===== src/hw/rtl/cpsb_pkg.sv =====
// Package for the column-post sprite blitter: payload word types, parse phases,
// opcode and result kind codes, screen geometry constants.
// No dependencies.
package cpsb_pkg;

    localparam int SCREEN_WIDTH  = 320;
    localparam int SCREEN_HEIGHT = 200;
    localparam int MAX_SCREEN    = 4;

    localparam logic [7:0] END_MARK = 8'hff;

    localparam logic [1:0] OP_BEGIN_PATCH  = 2'd0;
    localparam logic [1:0] OP_BEGIN_COLUMN = 2'd1;
    localparam logic [1:0] OP_DATA         = 2'd2;

    localparam logic [1:0] KIND_PIXEL  = 2'd0;
    localparam logic [1:0] KIND_ACCEPT = 2'd1;
    localparam logic [1:0] KIND_REJECT = 2'd2;

    typedef enum logic [2:0] {
        PH_IDLE = 3'd0,
        PH_TOP  = 3'd1,
        PH_LEN  = 3'd2,
        PH_PAD1 = 3'd3,
        PH_PIX  = 3'd4,
        PH_PAD2 = 3'd5,
        PH_DONE = 3'd6
    } t_phase;

    typedef struct packed {
        logic [1:0]         opcode;
        logic signed [15:0] origin_x;
        logic signed [15:0] origin_y;
        logic [14:0]        patch_width;
        logic [14:0]        patch_height;
        logic signed [15:0] left_offset;
        logic signed [15:0] top_offset;
        logic [2:0]         screen_select;
        logic               mirror;
        logic [14:0]        column_index;
        logic [7:0]         data_byte;
    } t_in_word;

    typedef struct packed {
        logic [1:0]  kind;
        logic [2:0]  target_screen;
        logic [15:0] pixel_address;
        logic [7:0]  pixel_value;
    } t_out_word;

endpackage


===== src/hw/rtl/column_post_sprite_blitter_core.sv =====
// Column-post sprite blitter top level: post-stream parser, placement check,
// address generation and output skid. Depends on cpsb_pkg.
//
// Usage:
//   Input channel i_valid / o_stall / i_in carries one word per cycle: a
//   begin-patch word (placement, size, offsets, screen, mirror), a
//   begin-column word (source column) or a column data byte. Output channel
//   o_valid / i_stall / o_out carries pixel writes and patch accept/reject
//   reports; a word moves when valid is high and stall is low.
//   A word accepted at an edge shows its result on o_out after that edge
//   when o_out can take it. Words that cause no result are simply consumed.
//   Throughput: one word per cycle. The parse state is updated in the
//   accept cycle and the result goes to a registered output, so the only
//   limit is the output side: a skid stage holds one extra result, and
//   o_stall rises only while that skid stage is occupied.
//   When the receiver stalls, o_out holds; one more result is absorbed by
//   the skid stage, then input stalls until the output drains.
//   Reset (synchronous, active low) empties both output stages and returns
//   the parser to idle with no patch active.
module column_post_sprite_blitter_core (
    input  logic                i_clk,
    input  logic                i_rst_n,
    input  logic                i_valid,
    output logic                o_stall,
    input  cpsb_pkg::t_in_word  i_in,
    output logic                o_valid,
    input  logic                i_stall,
    output cpsb_pkg::t_out_word o_out
);

    // parse state
    cpsb_pkg::t_phase r_phase, n_phase;
    logic        r_patch_acc, n_patch_acc;
    logic [15:0] r_left_edge, n_left_edge;
    logic [15:0] r_top_edge, n_top_edge;
    logic [14:0] r_width, n_width;
    logic        r_mirror, n_mirror;
    logic [2:0]  r_screen, n_screen;
    logic [15:0] r_dest_col, n_dest_col;
    logic [15:0] r_row, n_row;
    logic [7:0]  r_bytes_left, n_bytes_left;

    // output stages
    logic                r_ov, r_sv;
    cpsb_pkg::t_out_word r_out, r_skid;

    logic                w_acc;
    logic                w_take;
    logic                w_res_valid;
    cpsb_pkg::t_out_word w_res;

    logic signed [17:0] w_x, w_y, w_xr, w_yb;
    logic               w_reject;
    logic [14:0]        w_col_idx;
    logic [7:0]         w_bytes_dec;

    assign o_stall = r_sv;
    assign w_acc   = i_valid && !r_sv;
    assign w_take  = r_ov && !i_stall;
    assign o_valid = r_ov;
    assign o_out   = r_out;

    // placement arithmetic
    always_comb begin
        w_x  = 18'(i_in.origin_x) - 18'(i_in.left_offset);
        w_y  = 18'(i_in.origin_y) - 18'(i_in.top_offset);
        w_xr = w_x + signed'(18'(i_in.patch_width));
        w_yb = w_y + signed'(18'(i_in.patch_height));
        w_reject = w_x[17] || w_y[17]
            || (w_xr > signed'(18'(cpsb_pkg::SCREEN_WIDTH)))
            || (w_yb > signed'(18'(cpsb_pkg::SCREEN_HEIGHT)))
            || (i_in.screen_select > 3'(cpsb_pkg::MAX_SCREEN));
        w_col_idx   = r_mirror ? (r_width - 15'd1 - i_in.column_index) : i_in.column_index;
        w_bytes_dec = r_bytes_left - 8'd1;
    end

    // next parse state
    always_comb begin
        n_phase      = r_phase;
        n_patch_acc  = r_patch_acc;
        n_left_edge  = r_left_edge;
        n_top_edge   = r_top_edge;
        n_width      = r_width;
        n_mirror     = r_mirror;
        n_screen     = r_screen;
        n_dest_col   = r_dest_col;
        n_row        = r_row;
        n_bytes_left = r_bytes_left;
        case (i_in.opcode)
            cpsb_pkg::OP_BEGIN_PATCH: begin
                n_phase = cpsb_pkg::PH_IDLE;
                if (w_reject) begin
                    n_patch_acc = 1'b0;
                end else begin
                    n_patch_acc = 1'b1;
                    n_left_edge = w_x[15:0];
                    n_top_edge  = w_y[15:0];
                    n_width     = i_in.patch_width;
                    n_mirror    = i_in.mirror;
                    n_screen    = i_in.screen_select;
                end
            end
            cpsb_pkg::OP_BEGIN_COLUMN: begin
                if (r_patch_acc) begin
                    if (i_in.column_index >= r_width) begin
                        n_phase = cpsb_pkg::PH_DONE;
                    end else begin
                        n_dest_col = r_left_edge + 16'(w_col_idx);
                        n_phase    = cpsb_pkg::PH_TOP;
                    end
                end
            end
            cpsb_pkg::OP_DATA: begin
                if (r_patch_acc) begin
                    case (r_phase)
                        cpsb_pkg::PH_TOP: begin
                            if (i_in.data_byte == cpsb_pkg::END_MARK) begin
                                n_phase = cpsb_pkg::PH_DONE;
                            end else begin
                                n_row   = r_top_edge + 16'(i_in.data_byte);
                                n_phase = cpsb_pkg::PH_LEN;
                            end
                        end
                        cpsb_pkg::PH_LEN: begin
                            n_bytes_left = i_in.data_byte;
                            n_phase      = cpsb_pkg::PH_PAD1;
                        end
                        cpsb_pkg::PH_PAD1: begin
                            n_phase = (r_bytes_left != 8'd0) ? cpsb_pkg::PH_PIX
                                                             : cpsb_pkg::PH_PAD2;
                        end
                        cpsb_pkg::PH_PIX: begin
                            n_row        = r_row + 16'd1;
                            n_bytes_left = w_bytes_dec;
                            if (w_bytes_dec == 8'd0) begin
                                n_phase = cpsb_pkg::PH_PAD2;
                            end
                        end
                        cpsb_pkg::PH_PAD2: begin
                            n_phase = cpsb_pkg::PH_TOP;
                        end
                        default: begin
                            n_phase = r_phase;
                        end
                    endcase
                end
            end
            default: begin
                n_phase = r_phase;
            end
        endcase
    end

    // result word
    always_comb begin
        w_res_valid = 1'b0;
        w_res       = '0;
        case (i_in.opcode)
            cpsb_pkg::OP_BEGIN_PATCH: begin
                w_res_valid = 1'b1;
                if (w_reject) begin
                    w_res.kind = cpsb_pkg::KIND_REJECT;
                end else begin
                    w_res.kind          = cpsb_pkg::KIND_ACCEPT;
                    w_res.target_screen = i_in.screen_select;
                    w_res.pixel_address = w_y[15:0] * 16'(cpsb_pkg::SCREEN_WIDTH)
                                        + w_x[15:0];
                end
            end
            cpsb_pkg::OP_DATA: begin
                // drop pixels that fall below the screen
                if (r_patch_acc && (r_phase == cpsb_pkg::PH_PIX)
                    && (r_row < 16'(cpsb_pkg::SCREEN_HEIGHT))) begin
                    w_res_valid         = 1'b1;
                    w_res.kind          = cpsb_pkg::KIND_PIXEL;
                    w_res.target_screen = r_screen;
                    w_res.pixel_address = r_row * 16'(cpsb_pkg::SCREEN_WIDTH)
                                        + r_dest_col;
                    w_res.pixel_value   = i_in.data_byte;
                end
            end
            default: begin
                w_res_valid = 1'b0;
            end
        endcase
    end

    always_ff @(posedge i_clk) begin
        if (!i_rst_n) begin
            r_phase      <= cpsb_pkg::PH_IDLE;
            r_patch_acc  <= 1'b0;
            r_left_edge  <= '0;
            r_top_edge   <= '0;
            r_width      <= '0;
            r_mirror     <= 1'b0;
            r_screen     <= '0;
            r_dest_col   <= '0;
            r_row        <= '0;
            r_bytes_left <= '0;
        end else if (w_acc) begin
            r_phase      <= n_phase;
            r_patch_acc  <= n_patch_acc;
            r_left_edge  <= n_left_edge;
            r_top_edge   <= n_top_edge;
            r_width      <= n_width;
            r_mirror     <= n_mirror;
            r_screen     <= n_screen;
            r_dest_col   <= n_dest_col;
            r_row        <= n_row;
            r_bytes_left <= n_bytes_left;
        end
    end

    // output register and skid stage
    always_ff @(posedge i_clk) begin
        if (!i_rst_n) begin
            r_ov <= 1'b0;
            r_sv <= 1'b0;
        end else if (r_sv) begin
            if (w_take) begin
                r_sv <= 1'b0;
            end
        end else if (!r_ov || w_take) begin
            r_ov <= w_acc && w_res_valid;
        end else if (w_acc && w_res_valid) begin
            r_sv <= 1'b1;
        end
    end

    always_ff @(posedge i_clk) begin
        if (r_sv) begin
            if (w_take) begin
                r_out <= r_skid;
            end
        end else if (!r_ov || w_take) begin
            r_out <= w_res;
        end else begin
            r_skid <= w_res;
        end
    end

    a_skid_implies_out: assert property (@(posedge i_clk) disable iff (!i_rst_n)
        r_sv |-> r_ov)
        else $error("skid stage full while output register empty");

    a_skid_drains: assert property (@(posedge i_clk) disable iff (!i_rst_n)
        (r_sv && w_take) |=> (r_ov && !r_sv))
        else $error("skid word not moved to output");

    a_no_pixel_without_patch: assert property (@(posedge i_clk) disable iff (!i_rst_n)
        (w_acc && !r_patch_acc && (i_in.opcode != cpsb_pkg::OP_BEGIN_PATCH))
        |-> !w_res_valid)
        else $error("result produced with no patch active");

    a_reject_fields_zero: assert property (@(posedge i_clk) disable iff (!i_rst_n)
        (o_valid && (o_out.kind == cpsb_pkg::KIND_REJECT))
        |-> ((o_out.target_screen == 3'd0) && (o_out.pixel_address == 16'd0)))
        else $error("rejection carries nonzero fields");

    a_pixel_screen_range: assert property (@(posedge i_clk) disable iff (!i_rst_n)
        (o_valid && (o_out.kind == cpsb_pkg::KIND_PIXEL))
        |-> (o_out.target_screen <= 3'(cpsb_pkg::MAX_SCREEN)))
        else $error("pixel write to an invalid screen");

endmodule

===== config.mk =====
export PLATFORM = sky130hd
export DESIGN_NAME = column_post_sprite_blitter_core
export DESIGN_NICKNAME = d
export VERILOG_FILES = /design/src/hw/rtl/cpsb_pkg.sv /design/src/hw/rtl/column_post_sprite_blitter_core.sv
export SDC_FILE = /design/constraint.sdc
export NUM_CORES = 1
export LEC_CHECK = 0
export ABC_AREA = 1
export BUFFER_PORTS_ARGS = -buffer_cell sky130_fd_sc_hd__buf_2
export CORE_AREA = 2 2 218 166
export CTS_CLUSTER_SIZE = 8
export DETAILED_ROUTE_END_ITERATION = 7
export DIE_AREA = 0 0 220 168
export PLACE_DENSITY_LB_ADDON = 0.12
export SLEW_MARGIN = 5
export SYNTH_ARGS = -nofsm -noshare
export SYNTH_HDL_FRONTEND = slang
export SYNTH_SLANG_ARGS = --single-unit

===== constraint.sdc =====
create_clock -name i_clk -period 5.3 [get_ports i_clk]
set_input_delay 0.53 -clock i_clk [delete_from_list [all_inputs] [get_ports i_clk]]
set_output_delay 0.53 -clock i_clk [all_outputs]
set_load 0.01 [all_outputs]

==> summary.txt <==
Synthesis
  • Post-synth EDFFs: 58
  • Yosys reg bits: 155
  • Synth top area share: 0.147
  • Synth cell types: 50
  • Async SR Flop Fraction: 0
  • Syn. warnings: 0
  • Cell with the most instances after synthesis: nand2_1
  • Mapped Nets: 2370
  • Top post-synthesis cells by count: nand2_1 (541), inv_1 (282), a21oi_1 (195)
  • Synth Flop Type: dfxtp_1
  • Netlist area before placement: 14100 sq um
  • Seq/Total Area, Yosys: 0.260
  • Syn Inst Count: 2066
  • Synth top area cells: ha_1 (15%), nand2_1 (14%), dfxtp_1 (14%)
  • Synth area leader: ha_1
  • Avg Synthesized Cell Area: 6.85 sq um

Power and ir drop
  • Worst VDD drop: 241 uV
  • Leakage: 0.00784 uW
  • PwrDens: 263 nW/um^2
  • Switching Fraction: 0.397
  • Total Power: 4220 uW
  • Internal power: 2540 uW
  • Sequential power share: 0.295
  • Switch Pwr: 1670 uW
  • Gate power share: 0.417
  • Clock Power Share: 0.287

Global routing
  • Via count of the first global-routing pass: 12900
  • Initial antenna violation count: 1
  • GRT Residual Overflow: 0
  • Global-route wire length before repair: 69.2 mm
  • Largest net degree at the start of global routing: 48
  • GRT Total Usage: 0.238

Floorplanning
  • Top-Level Pins: 158
  • # rows: 60
  • DIE AREA: 37000 sq um
  • Placeable Area: 35100 sq um
  • Die Y: 168 um
  • Initial Utilization: 0.403
  • Die X: 220 um

Timing
  • Crit path time final: 4510 ps
  • Max Slew Vio Count: 0
  • Setup Viol. Count Final: 0
  • Max Clock Skew: 10.6 ps
  • Final WS setup: 794 ps
  • Final period util: 0.850
  • Rel. slew slack: 0.162
  • RSZ-0062 raised after global routing: no
  • Fmax: 0.222 GHz
  • Measured slew at the worst slew-check pin: 1250 ps
  • Fin. Hold Viols: 0
  • Setup TNS: 0 ps

Cells and area
  • Share of cells above drive strength 1: 0.108
  • N_diodes: 0
  • Layout Cells excl Fill: 2682
  • Post-layout util: 0.456
  • NumNets Final: 2508
  • Layout area overhead: 13.2%

Routing
  • Metal-1 WL: 22.5 mm
  • Top routing layer in use: met5
  • Post-DRT Antenna Nets: 0
  • DRT Pass-1 Iters: 5
  • Metal3 WL: 2.96 mm
  • DRT iter0 DRCs: 1002
  • Routed wire length per instance: 16.3 um
  • Final wirelength: 43.7 mm
  • Vias per Instance: 5.21
  • Vias: 14000
  • # DRC: 0
  • Met2 wire length: 17.5 mm

Place
  • Placed Instances: 2650
  • Pre-CTS setup slack: 397 ps
  • Gp weighted congestion: 0.973
  • Port bufs: 157
  • HPWL after DPL: 34.7 mm

Job
  • Max cap viols: 0

Critical path
  • Slowest cell on the critical path: ha_1
  • Crit start category: input port
  • Type of element capturing the critical path: flop
  • WP data arrival: 4800 ps
  • Critical Path Fanout Max: 47
  • CP peak stage delay: 380 ps
  • FF-to-FF Start: r_width[2]
  • Crit path buffers/inverters: 5
  • Crit path kind: in2reg
  • Critical path's most frequent cell: nand2_1
  • Crit-path leading delay family: simple AND/OR/NAND/NOR gates
  • Critical Path Start: i_in[45]
  • Critical Path RT: 5590 ps

Clock tree
  • Setup Buffers After CTS: 0
  • Skew-Pair Late Insertion Delay: 440 ps
  • Post-CTS Hold Buffers: 0
  • CTS max path bufs: 2
  • TritonCTS Sinks: 155
  • # resized after CTS: 0
  • H-tree levels: 4
  • Clock root cell: clkbuf_16
  • CTS tree: yes
  • Worst-path clk slew: 70 ps
  • Cts bufs inserted: 17

Hold path
  • Hold Crit Start: i_in[23]
  • Hold Path Class: in2reg

Outcome
  • Status: finished, final reports clean
## placed cells by master, fill, tap and decap left out, types with 12 or more instances in the layout
cell type,n
nand4_1,79
or2_2,12
buf_4,25
edfxtp_1,58
nor3_1,21
a21oi_1,195
o21ai_0,96
nor2_1,114
nand3_1,124
xor2_1,55
clkbuf_16,17
a31oi_1,24
dfxtp_1,97
buf_2,157
ha_1,165
xnor2_1,32
inv_1,282
nand2_1,541
## cells by family after synthesis
family | share of synthesized area
compound gates | 0.146
xor+xnor | 0.0539
fa+ha+maj | 0.162
buf+inv | 0.0962
flops | 0.260
simple gates | 0.281
## layout make-up
cell class | instances | area (sq um)
fillers | 3674 | 19100
flip-flops and latches | 155 | 3680
multi-input cells | 1561 | 9100
repair buffers | 184 | 1010
clock inverters | 15 | 139
clock buffers | 17 | 425
well taps | 465 | 582
inverters | 285 | 1070
## worst min-delay path, cell delays in order
cell,delay [ps]
buf_2,100
nand4_1,70
a21oi_1,60
## power groups by stage
| stage | Sequential [uW] | Clock [uW] | Combinational [uW] |
|---|---|---|---|
| 2_1_floorplan | 1270 | 0 | 1220 |
| 3_3_place_gp | 1270 | 0 | 1720 |
| 3_5_place_dp | 1270 | 0 | 1730 |
| 4_1_cts | 1240 | 1240 | 1740 |
| 5_1_grt | 1250 | 1290 | 1990 |
| 6_report | 1240 | 1210 | 1760 |
## per-stage QoR
| step | hold WS [ps] | instance area [sq um] |
|---|---|---|
| after CTS | 346 | 16000 |
| after detailed placement | 443 | 15500 |
| after floorplan | 429 | 14100 |
| final | 366 | 16000 |
| after global routing | 378 | 16000 |
| after global placement | 441 | 15500 |
## routing by layer
| layer | GRT usage | vias to the layer above |
|---|---|---|
| met5 | 0 | - |
| met2 | 0.341 | 403 |
| met4 | 0.0587 | 2 |
| met1 | 0.362 | 6338 |
| li1 | - | 7194 |
| met3 | 0.0463 | 43 |
## flip-flops by register name, indices dropped and copies added (netlist names)
name          count
o_out            29
r_width          15
r_skid           29
r_mirror          1
r_row            16
r_bytes_left      8
r_patch_acc       1
r_phase           3
r_left_edge      16
r_top_edge       16
r_dest_col       16
o_valid           1
r_screen          3
o_stall           1
## worst paths after layout
check / slack, ps / to / depth (start not counted)
max: 790 / r_top_edge[11] / 28
min reg2reg: 450 / r_top_edge[15] / 2
min: 370 / r_mirror / 3
max reg2reg: 1500 / r_dest_col[14] / 19
Note: power is estimated with default switching activity, not from simulation.
